**src/rtl/lcr_pkg.sv**
```systemverilog
// Shared types and constants for the load-cell converter serial reader.
// No dependencies; every other file refers to it by scoped names.
package lcr_pkg;

  // Default converter word length
  localparam int DataBitsDef = 24;

  // Field and register widths
  localparam int HalfW    = 16;
  localparam int TareW    = 24;
  localparam int RatioW   = 16;
  localparam int RawW     = 24;
  localparam int WeightW  = 40;
  localparam int CfgIdxW  = 2;
  localparam int CfgDataW = 24;

  // Register values after reset
  localparam logic [HalfW-1:0]         HalfReset  = 16'd10;
  localparam logic [TareW-1:0]         TareReset  = 24'd0;
  localparam logic signed [RatioW-1:0] RatioReset = 16'sd1;

  // Configuration register indexes
  typedef enum logic [CfgIdxW-1:0] {
    CFG_HALF_PERIOD = 2'd0,
    CFG_TARE        = 2'd1,
    CFG_RATIO       = 2'd2
  } cfg_idx_e;

  // Readout sequencer phases
  typedef enum logic [2:0] {
    PH_IDLE   = 3'd0,
    PH_SETTLE = 3'd1,
    PH_WAIT   = 3'd2,
    PH_HIGH   = 3'd3,
    PH_LOW    = 3'd4,
    PH_XHIGH  = 3'd5,
    PH_XLOW   = 3'd6
  } phase_e;

  // Per-tick status from the sequencer to the scaling stages
  typedef struct packed {
    logic sck;
    logic busy;
    logic done;
  } seq_ctl_t;

endpackage

```
**src/rtl/lcr_if.sv**
```systemverilog
// Valid/ready channel interfaces for the serial reader: tick samples in, results out.
// Depends on lcr_pkg for field widths.
interface lcr_in_if;
  logic valid;
  logic ready;
  logic start_req;
  logic dout_level;

  modport source (output valid, output start_req, output dout_level, input ready);
  modport sink   (input valid, input start_req, input dout_level, output ready);
endinterface

interface lcr_out_if;
  logic                             valid;
  logic                             ready;
  logic                             sck_level;
  logic                             busy_res;
  logic                             done_res;
  logic [lcr_pkg::RawW-1:0]         raw_reading;
  logic signed [lcr_pkg::WeightW-1:0] weight;

  modport source (output valid, output sck_level, output busy_res, output done_res,
                  output raw_reading, output weight, input ready);
  modport sink   (input valid, input sck_level, input busy_res, input done_res,
                  input raw_reading, input weight, output ready);
endinterface

```
**src/rtl/lcr_seq.sv**
```systemverilog
// Readout sequencer: clock generation, ready wait and bit capture, one tick per step.
// Depends on lcr_pkg (phase_e, seq_ctl_t, widths).
module lcr_seq #(
  parameter int DataBits = lcr_pkg::DataBitsDef
) (
  input  logic                      clk_i,
  input  logic                      rst_ni,
  input  logic                      valid_i,
  input  logic                      adv_i,
  input  logic                      start_i,
  input  logic                      dout_i,
  input  logic [lcr_pkg::HalfW-1:0] half_period_i,
  output logic                      res_valid_o,
  output lcr_pkg::seq_ctl_t         ctl_o,
  output logic [DataBits-1:0]       raw_o
);

  localparam int BitCntW = $clog2(DataBits + 1);
  localparam logic [DataBits-1:0] SignFlip = {1'b1, {(DataBits-1){1'b0}}};

  lcr_pkg::phase_e           phase_q, phase_d;
  logic [lcr_pkg::HalfW-1:0] tick_q, tick_d, tick_inc;
  logic [BitCntW-1:0]        bit_q, bit_d, bit_inc;
  logic [DataBits-1:0]       shift_q, shift_d;
  logic                      sck_q, sck_d;
  logic                      elapsed;
  logic                      step;
  logic                      res_valid_q;
  lcr_pkg::seq_ctl_t         ctl_q, ctl_d;
  logic [DataBits-1:0]       raw_q, raw_d;

  assign step = valid_i & adv_i;

  // Half-period counter; a zero setting acts as one tick
  assign tick_inc = tick_q + 1'b1;
  assign elapsed  = (tick_inc >= half_period_i) || (tick_inc == '0);
  assign bit_inc  = bit_q + 1'b1;

  // Next state and per-tick result
  always_comb begin
    phase_d = phase_q;
    tick_d  = tick_q;
    bit_d   = bit_q;
    shift_d = shift_q;
    sck_d   = sck_q;
    raw_d   = '0;
    ctl_d   = '0;
    case (phase_q)
      lcr_pkg::PH_IDLE: begin
        if (start_i) begin
          phase_d = lcr_pkg::PH_SETTLE;
          tick_d  = '0;
          bit_d   = '0;
          shift_d = '0;
          sck_d   = 1'b0;
        end
      end
      lcr_pkg::PH_SETTLE: begin
        tick_d = elapsed ? '0 : tick_inc;
        if (elapsed) phase_d = lcr_pkg::PH_WAIT;
      end
      lcr_pkg::PH_WAIT: begin
        if (!dout_i) begin
          phase_d = lcr_pkg::PH_HIGH;
          sck_d   = 1'b1;
          tick_d  = '0;
        end
      end
      lcr_pkg::PH_HIGH: begin
        tick_d = elapsed ? '0 : tick_inc;
        if (elapsed) begin
          phase_d = lcr_pkg::PH_LOW;
          sck_d   = 1'b0;
        end
      end
      lcr_pkg::PH_LOW: begin
        tick_d = elapsed ? '0 : tick_inc;
        if (elapsed) begin
          shift_d = {shift_q[DataBits-2:0], dout_i};
          bit_d   = bit_inc;
          sck_d   = 1'b1;
          phase_d = (bit_inc >= BitCntW'(DataBits)) ? lcr_pkg::PH_XHIGH : lcr_pkg::PH_HIGH;
        end
      end
      lcr_pkg::PH_XHIGH: begin
        tick_d = elapsed ? '0 : tick_inc;
        if (elapsed) begin
          phase_d = lcr_pkg::PH_XLOW;
          sck_d   = 1'b0;
        end
      end
      lcr_pkg::PH_XLOW: begin
        tick_d = elapsed ? '0 : tick_inc;
        if (elapsed) begin
          phase_d   = lcr_pkg::PH_IDLE;
          ctl_d.done = 1'b1;
          raw_d     = shift_q ^ SignFlip;
        end
      end
      default: begin
        phase_d = lcr_pkg::PH_IDLE;
        sck_d   = 1'b0;
      end
    endcase
    ctl_d.sck  = sck_d;
    ctl_d.busy = (phase_d != lcr_pkg::PH_IDLE);
  end

  // Advance the sequencer only on an accepted tick
  always_ff @(posedge clk_i or negedge rst_ni) begin
    if (!rst_ni) begin
      phase_q <= lcr_pkg::PH_IDLE;
      tick_q  <= '0;
      bit_q   <= '0;
      shift_q <= '0;
      sck_q   <= 1'b0;
    end else if (step) begin
      phase_q <= phase_d;
      tick_q  <= tick_d;
      bit_q   <= bit_d;
      shift_q <= shift_d;
      sck_q   <= sck_d;
    end
  end

  // Result stage: hold while the next stage is full
  always_ff @(posedge clk_i or negedge rst_ni) begin
    if (!rst_ni) begin
      res_valid_q <= 1'b0;
      ctl_q       <= '0;
    end else if (adv_i) begin
      res_valid_q <= valid_i;
      ctl_q       <= ctl_d;
    end
  end

  always_ff @(posedge clk_i) begin
    if (adv_i) begin
      raw_q <= raw_d;
    end
  end

  assign res_valid_o = res_valid_q;
  assign ctl_o       = ctl_q;
  assign raw_o       = raw_q;

  // Checks
  a_done_idle: assert property (@(posedge clk_i) disable iff (!rst_ni)
    res_valid_q && ctl_q.done |-> !ctl_q.busy)
    else $error("done reported while still busy");

  a_sck_busy: assert property (@(posedge clk_i) disable iff (!rst_ni)
    res_valid_q && ctl_q.sck |-> ctl_q.busy)
    else $error("serial clock high outside a reading");

  a_bit_range: assert property (@(posedge clk_i) disable iff (!rst_ni)
    bit_q <= BitCntW'(DataBits))
    else $error("bit counter past word length");

  a_hold: assert property (@(posedge clk_i) disable iff (!rst_ni)
    !step |=> $stable(phase_q) && $stable(shift_q))
    else $error("sequencer moved without an accepted tick");

endmodule

```
**src/rtl/lcr_scale.sv**
```systemverilog
// Tare subtraction and gain stages, ending in the output register of the result channel.
// Depends on lcr_pkg (seq_ctl_t, widths) and lcr_if.
module lcr_scale #(
  parameter int DataBits = lcr_pkg::DataBitsDef
) (
  input  logic                              clk_i,
  input  logic                              rst_ni,
  input  logic                              valid_i,
  output logic                              ready_o,
  input  lcr_pkg::seq_ctl_t                 ctl_i,
  input  logic [DataBits-1:0]               raw_i,
  input  logic [lcr_pkg::TareW-1:0]         tare_i,
  input  logic signed [lcr_pkg::RatioW-1:0] ratio_i,
  lcr_out_if.source                         result_o
);

  localparam int MagW  = (DataBits > lcr_pkg::TareW) ? DataBits : lcr_pkg::TareW;
  localparam int DiffW = MagW + 1;
  localparam int ProdW = DiffW + lcr_pkg::RatioW;

  logic                          en1, en2;
  logic                          v1_q, v2_q;
  lcr_pkg::seq_ctl_t             ctl1_q, ctl2_q;
  logic [lcr_pkg::RawW-1:0]      raw1_q, raw1_d, raw2_q;
  logic signed [DiffW-1:0]       diff_q, diff_d;
  logic signed [ProdW-1:0]       prod;
  logic signed [lcr_pkg::WeightW-1:0] weight_q;

  assign en2     = !v2_q || result_o.ready;
  assign en1     = !v1_q || en2;
  assign ready_o = en1;

  // Tared reading; zero unless this beat completes a reading
  always_comb begin
    diff_d = '0;
    raw1_d = '0;
    if (ctl_i.done) begin
      diff_d = $signed({1'b0, MagW'(raw_i)}) - $signed({1'b0, MagW'(tare_i)});
      raw1_d = lcr_pkg::RawW'(raw_i);
    end
  end

  assign prod = diff_q * ratio_i;

  always_ff @(posedge clk_i or negedge rst_ni) begin
    if (!rst_ni) begin
      v1_q   <= 1'b0;
      ctl1_q <= '0;
      v2_q   <= 1'b0;
      ctl2_q <= '0;
    end else begin
      if (en1) begin
        v1_q   <= valid_i;
        ctl1_q <= ctl_i;
      end
      if (en2) begin
        v2_q   <= v1_q;
        ctl2_q <= ctl1_q;
      end
    end
  end

  always_ff @(posedge clk_i) begin
    if (en1) begin
      diff_q <= diff_d;
      raw1_q <= raw1_d;
    end
    if (en2) begin
      raw2_q   <= raw1_q;
      weight_q <= prod[lcr_pkg::WeightW-1:0];
    end
  end

  assign result_o.valid       = v2_q;
  assign result_o.sck_level   = ctl2_q.sck;
  assign result_o.busy_res    = ctl2_q.busy;
  assign result_o.done_res    = ctl2_q.done;
  assign result_o.raw_reading = raw2_q;
  assign result_o.weight      = weight_q;

  // Checks
  a_zero_fields: assert property (@(posedge clk_i) disable iff (!rst_ni)
    v2_q && !ctl2_q.done |-> (raw2_q == '0) && (weight_q == '0))
    else $error("result fields set on a beat without done");

  a_out_hold: assert property (@(posedge clk_i) disable iff (!rst_ni)
    v2_q && !result_o.ready |=> v2_q && $stable(weight_q) && $stable(ctl2_q))
    else $error("stalled result changed");

endmodule

```
**src/rtl/load_cell_adc_serial_reader.sv**
```systemverilog
// Top level of the load-cell converter serial reader: config registers, input stage,
// sequencer (lcr_seq) and scaling stages (lcr_scale). Depends on lcr_pkg and lcr_if.
//
//   port       | dir | handshake     | payload
//   -----------+-----+---------------+---------------------------------------------
//   sample_i   | in  | valid/ready   | start_req, dout_level (one timer tick)
//   result_o   | out | valid/ready   | sck_level, busy_res, done_res, raw_reading, weight
//   cfg_*_i    | in  | write enable  | cfg_idx_i, cfg_data_i
//
// One tick beat is taken per cycle unless stalled; each gives exactly one result beat
// via input register, sequencer step, tare subtract, gain multiply into the output register.
// The sequencer advances one phase step per accepted tick; throughput is set by it.
// Reset clears the sequencer to idle and loads half period 10, tare 0, ratio 1.
// A stalled result holds every stage; ready back to the source follows the stage fill.
module load_cell_adc_serial_reader #(
  parameter int DataBits = lcr_pkg::DataBitsDef
) (
  input  logic                         clk_i,
  input  logic                         rst_ni,
  input  logic                         cfg_we_i,
  input  logic [lcr_pkg::CfgIdxW-1:0]  cfg_idx_i,
  input  logic [lcr_pkg::CfgDataW-1:0] cfg_data_i,
  lcr_in_if.sink                       sample_i,
  lcr_out_if.source                    result_o
);

  logic [lcr_pkg::HalfW-1:0]         half_q;
  logic [lcr_pkg::TareW-1:0]         tare_q;
  logic signed [lcr_pkg::RatioW-1:0] ratio_q;

  logic              in_v_q, in_start_q, in_dout_q;
  logic              en_in, en_seq;
  logic              seq_v;
  lcr_pkg::seq_ctl_t seq_ctl;
  logic [DataBits-1:0] seq_raw;

  // Configuration writes
  always_ff @(posedge clk_i or negedge rst_ni) begin
    if (!rst_ni) begin
      half_q  <= lcr_pkg::HalfReset;
      tare_q  <= lcr_pkg::TareReset;
      ratio_q <= lcr_pkg::RatioReset;
    end else if (cfg_we_i) begin
      case (cfg_idx_i)
        lcr_pkg::CFG_HALF_PERIOD: half_q  <= cfg_data_i[lcr_pkg::HalfW-1:0];
        lcr_pkg::CFG_TARE:        tare_q  <= cfg_data_i[lcr_pkg::TareW-1:0];
        lcr_pkg::CFG_RATIO:       ratio_q <= $signed(cfg_data_i[lcr_pkg::RatioW-1:0]);
        default: ;
      endcase
    end
  end

  // Input register
  assign en_in          = !in_v_q || en_seq;
  assign sample_i.ready = en_in;

  always_ff @(posedge clk_i or negedge rst_ni) begin
    if (!rst_ni) begin
      in_v_q <= 1'b0;
    end else if (en_in) begin
      in_v_q <= sample_i.valid;
    end
  end

  always_ff @(posedge clk_i) begin
    if (en_in) begin
      in_start_q <= sample_i.start_req;
      in_dout_q  <= sample_i.dout_level;
    end
  end

  lcr_seq #(.DataBits(DataBits)) u_seq (
    .clk_i         (clk_i),
    .rst_ni        (rst_ni),
    .valid_i       (in_v_q),
    .adv_i         (en_seq),
    .start_i       (in_start_q),
    .dout_i        (in_dout_q),
    .half_period_i (half_q),
    .res_valid_o   (seq_v),
    .ctl_o         (seq_ctl),
    .raw_o         (seq_raw)
  );

  // The sequencer's result register advances when the scaling stages have room
  lcr_scale #(.DataBits(DataBits)) u_scale (
    .clk_i    (clk_i),
    .rst_ni   (rst_ni),
    .valid_i  (seq_v),
    .ready_o  (en_seq),
    .ctl_i    (seq_ctl),
    .raw_i    (seq_raw),
    .tare_i   (tare_q),
    .ratio_i  (ratio_q),
    .result_o (result_o)
  );

  // Checks
  a_in_hold: assert property (@(posedge clk_i) disable iff (!rst_ni)
    in_v_q && !en_seq |=> in_v_q && $stable(in_start_q) && $stable(in_dout_q))
    else $error("input register lost a waiting tick");

endmodule

```
**src/flat_wrapper.sv**
```systemverilog
// flat-port wrapper written by rule: the top's interface ports become plain ports
module load_cell_adc_serial_reader_flat 
#(
  parameter int DataBits = lcr_pkg::DataBitsDef
)
  (clk_i, rst_ni, cfg_we_i, cfg_idx_i, cfg_data_i, sample_i_valid, sample_i_start_req, sample_i_dout_level, sample_i_ready, result_o_valid, result_o_sck_level, result_o_busy_res, result_o_done_res, result_o_raw_reading, result_o_weight, result_o_ready);
  lcr_in_if sample_i_i ();
  lcr_out_if result_o_i ();
  input  logic clk_i;
  input  logic rst_ni;
  input  logic cfg_we_i;
  input  logic [lcr_pkg::CfgIdxW-1:0] cfg_idx_i;
  input  logic [lcr_pkg::CfgDataW-1:0] cfg_data_i;
  input wire logic [$bits(sample_i_i.valid)-1:0] sample_i_valid;
  input wire logic [$bits(sample_i_i.start_req)-1:0] sample_i_start_req;
  input wire logic [$bits(sample_i_i.dout_level)-1:0] sample_i_dout_level;
  output wire logic [$bits(sample_i_i.ready)-1:0] sample_i_ready;
  output wire logic [$bits(result_o_i.valid)-1:0] result_o_valid;
  output wire logic [$bits(result_o_i.sck_level)-1:0] result_o_sck_level;
  output wire logic [$bits(result_o_i.busy_res)-1:0] result_o_busy_res;
  output wire logic [$bits(result_o_i.done_res)-1:0] result_o_done_res;
  output wire logic [$bits(result_o_i.raw_reading)-1:0] result_o_raw_reading;
  output wire logic [$bits(result_o_i.weight)-1:0] result_o_weight;
  input wire logic [$bits(result_o_i.ready)-1:0] result_o_ready;
  assign sample_i_i.valid = sample_i_valid;
  assign sample_i_i.start_req = sample_i_start_req;
  assign sample_i_i.dout_level = sample_i_dout_level;
  assign sample_i_ready = sample_i_i.ready;
  assign result_o_valid = result_o_i.valid;
  assign result_o_sck_level = result_o_i.sck_level;
  assign result_o_busy_res = result_o_i.busy_res;
  assign result_o_done_res = result_o_i.done_res;
  assign result_o_raw_reading = result_o_i.raw_reading;
  assign result_o_weight = result_o_i.weight;
  assign result_o_i.ready = result_o_ready;
  load_cell_adc_serial_reader #(.DataBits(DataBits)) u_core (.clk_i(clk_i), .rst_ni(rst_ni), .cfg_we_i(cfg_we_i), .cfg_idx_i(cfg_idx_i), .cfg_data_i(cfg_data_i), .sample_i(sample_i_i), .result_o(result_o_i));
endmodule
```
**config.mk**
```make
export PLATFORM = sky130hd
export DESIGN_NAME = load_cell_adc_serial_reader_flat
export DESIGN_NICKNAME = d
export VERILOG_FILES = /design/src/rtl/lcr_pkg.sv /design/src/rtl/lcr_if.sv /design/src/rtl/lcr_seq.sv /design/src/rtl/lcr_scale.sv /design/src/rtl/load_cell_adc_serial_reader.sv /design/src/flat_wrapper.sv
export SDC_FILE = /design/constraint.sdc
export NUM_CORES = 1
export LEC_CHECK = 0
export ABC_AREA = 1
export BUFFER_PORTS_ARGS = -buffer_cell sky130_fd_sc_hd__buf_2
export CELL_PAD_IN_SITES_DETAIL_PLACEMENT = 1
export CELL_PAD_IN_SITES_GLOBAL_PLACEMENT = 1
export CORE_ASPECT_RATIO = 1.2
export CORE_MARGIN = 4
export CORE_UTILIZATION = 45
export CTS_BUF_LIST = sky130_fd_sc_hd__clkbuf_8
export DETAILED_ROUTE_END_ITERATION = 7
export PLACE_DENSITY = 0.83
export RECOVER_POWER = 100
export SYNTH_ARGS = -nofsm -noshare
export SYNTH_HDL_FRONTEND = slang
export SYNTH_SLANG_ARGS = --single-unit
```
**constraint.sdc**
```tcl
create_clock -name clk_i -period 9.2 [get_ports clk_i]
set_input_delay 1.38 -clock clk_i [delete_from_list [all_inputs] [get_ports clk_i]]
set_output_delay 1.38 -clock clk_i [all_outputs]
set_load 0.01 [all_outputs]
```
==> metrics.md <==
| Metric | Value |
|---|---|
| Ys Warns | `0` |
| Top delay family on crit path | `adder cells` |
| Status | `complete, but fails checks` |
| Worst Setup Path Type | `reg2reg` |
| Commonest non-fill, non-tap cell in the layout | `inv_1` |
| Clk slew on worst S/H paths | `0.06 ns` |
| Setup Buffers After CTS | `0` |
| Hold buffer count at cts | `0` |
| Post-route cell area | `0.0277 mm2` |
| Crit-path max FO | `26` |
| DRC Markers | `0` |
| Fillcell total | `6,752` |
| Seq cells post-synth | `257` |
| Per-cell routed wire length | `19.4 um` |
| Top post-synthesis cells by area | `fa_1, edfxtp_1, inv_1, dfrtp_1, nand2_1` |
| Rel. slew slack | `-185%` |
| Slowest cell on crit path | `dfrtp_1` |
| CTS Sinks | `257` |
| Hold Fails Final Rpt | `0` |
| Std cell rows | `96` |
| Actual slew at the worst max-slew pin | `around 4.3 ns` |
| Peak supply drop | `~0.25 mV` |
| First-pass GRT wire length | `120,000 um` |
| Mapped Area | `between 0.02 and 0.03 mm2` |
| Post-placement cell count | `approximately 3,700` |
| Resize count post-CTS | `0` |
| Post-Syn Nets | `3,534` |
| Core area | `0.0573 mm2` |
| Post-synth top area cell | `fa_1` |
| Vias | `19,500` |
| First-pass DRT Iterations | `5` |
| Die X | `228 um` |
| Vias in the first global route | `22,800` |
| TritonCTS clock tree | `yes` |
| Fin cells | `3,781` |
| Crit path top cell by count | `fa_1` |
| Worst path arrival time | `7.61 ns` |
| Sequential element share of the synthesized area | `a little over a quarter` |
| Startpoint Class | `register` |
| Final setup TNS | `0 ns` |
| DP Wirelength | `58,300 um` |
| RSZ-0062 raised after global routing | `no` |
| Antenna viol nets, final | `0` |
| Failing checks | `max-capacitance violations, max-slew violations` |
| Starting Density | `45.5%` |
| Gr usage total | `24.5%` |
| Max incr delay on CP | `1.07 ns` |
| Fmax | `138 MHz` |
| Worst skew pair latency | `0.65 ns` |
| Synth cell types | `46` |
| Routability cong. | `roughly 0.9` |
| Worst-path cell chain | `nand2_1 > inv_1 > fa_1 > fa_1 > fa_1 > fa_1 > fa_1 > fa_1 > ha_1 > a21o_1 > a31oi_1 > o21ai_0 > a21oi_1 > o21ai_0 > nand3_1 > nand2_1 > xor2_1` |
| Final wirelength | `73,400 um` |
| Port-buffer cells | `101` |
| Initial antenna violation count | `0` |
| CTS Buffer Depth | `3` |
| H-tree levels | `2` |
| Worst Hold Class | `reg2reg` |
| Crit end category | `register` |
| Post-layout min period | `7.22 ns` |
| Setup ws final | `1.98 ns` |
| Worst setup skew after layout | `~0.056 ns` |
| Pleak | `14.8 nW` |
| Pins Over Slew Limit | `around 340` |
| Die ar. | `~0.062 mm2` |
| CTS Root Cell | `clkbuf_8` |
| Avg Inst Size Synth | `8.75 um2` |
| Via-per-instance ratio | `5.17` |
| Cells after synthesis | `between 2,000 and 3,000` |
| Gr ovfl total | `0` |
| PD cells | `407 mW/mm2` |
| Initial DRC count | `1,072` |
| Final Cycle Share | `between 70% and 80%` |
| DP Area | `0.0270 mm2` |
| Most frequent cells in the layout | `inv_1, nand2_1, fa_1` |
| Worst path buffer plus inverter count | `1` |
| Layout area overhead | `6.42%` |
| Largest net degree at the start of global routing | `78` |
| Post-layout util | `approximately 48%` |
| Die Y | `272 um` |
| Ant diodes | `0` |
| Ports | `102` |
| Final net count | `3,568` |
| Worst Path Required | `9.58 ns` |
| CTS buffer count | `44` |
| DP Worst Slack | `a little under 2 ns` |
| Max-cap violations | `6` |
| Post-synth top area share | `29.4%` |
| Layout cells sized above 1 | `under 10%` |
| Setup violators final | `0` |
## Yosys cell counts (all sizes together)
library cell,instances
dfstp,3
a32o,3
a31oi,16
nand4,13
o21bai,6
ha,141
clkbuf,108
xnor2,20
xor2,33
a21o,6
o22ai,23
a211oi,1
o31ai,1
inv,826
o21a,10
buf,9
nand2,667
o21ai,120
a211o,1
or2,8
a21boi,2
a21oi,108
o211ai,3
fa,383
nor3,11
edfxtp,139
o32ai,12
nor2,148
dfrtp,115
nand3,39
o221ai,2
## power breakdown
part / total, mW / internal (mW) / switching, mW
registers: 2.23 / 1.84 / 0.384
logic: 7.98 / 2.95 / 5.03
clock network: 1.06 / 0.553 / 0.512
total: 11.3 / 5.35 / 5.92
## state kept, by name, summed over array words and instances, names as in the netlist, 3 cells and up
register / flops
u_core.u_scale.result_o.raw_reading: 24
u_core.u_seq.bit_q: 5
u_core.u_scale.result_o.weight: 40
u_core.u_seq.tick_q: 16
u_core.tare_q: 24
u_core.u_scale.ctl1_q: 3
u_core.u_seq.raw_o: 24
u_core.u_seq.shift_q: 24
u_core.half_q: 16
u_core.u_scale.raw1_q: 24
u_core.u_seq.ctl_o: 3
u_core.ratio_q: 16
u_core.u_scale.diff_q: 25
u_core.u_seq.phase_q: 3
## final timing paths
path | start | slack [ns] | depth (start not counted) | to
max | u_core.ratio_q[1] | 1.98 | 17 | u_core.u_scale.result_o.weight[36]
min | u_core.u_scale.raw1_q[7] | 0.39 | 0 | u_core.u_scale.result_o.raw_reading[7]
max reg2reg | u_core.ratio_q[1] | 1.98 | 17 | u_core.u_scale.result_o.weight[36]
min reg2reg | u_core.u_scale.raw1_q[7] | 0.39 | 0 | u_core.u_scale.result_o.raw_reading[7]
max in group asynchronous | rst_ni | 2.87 | 2 | u_core.u_seq.tick_q[10]
min in group asynchronous | rst_ni | 1.61 | 1 | u_core.u_seq.ctl_o[1]
## worst register-to-register path: cells and delay by family (launching register included)
family                   cells  cell delay (ns)
AO/OA/AOI/OAI                5             1.27
XOR/XNOR                     1             0.14
adder cells (fa/ha/maj)      7             3.74
buffers and inverters        1             0.21
flip-flops                   1             1.07
AND/OR/NAND/NOR              3             0.52
## layer usage
layer,wire length (um),track usage [%]
met1,29000,30.2
met4,2530,8.71
met2,38600,44.0
met5,0,0
met3,3370,3.32
## logic make-up (layout without fill, tap and decap cells)
group,Yosys count,count (layout),share of synthesized area (%)
fa+ha+maj,524,524,36.2
simple gates,886,886,13.7
flops,257,257,27.4
xor+xnor,53,53,1.78
buf+inv,943,1012,13.7
compound gates,314,314,7.25
## metrics by stage
stage,hold slack [ns],power (mW)
2_1_floorplan,0.400,7.87
3_3_place_gp,0.407,9.88
3_5_place_dp,0.405,10.3
4_1_cts,0.391,11.4
5_1_grt,0.396,12.6
6_report,0.393,11.3
## final cells by class
cell class	instances	area [um2]	area share, %
clock inverter	32	218	0.785
multi-input combinational	1777	15200	55.0
sequential	257	7130	25.7
timing repair buffer	105	432	1.56
clock buffer	49	674	2.43
inverter	826	3100	11.2
tap	735	920	3.32
Power figures use the tool's default switching activity.
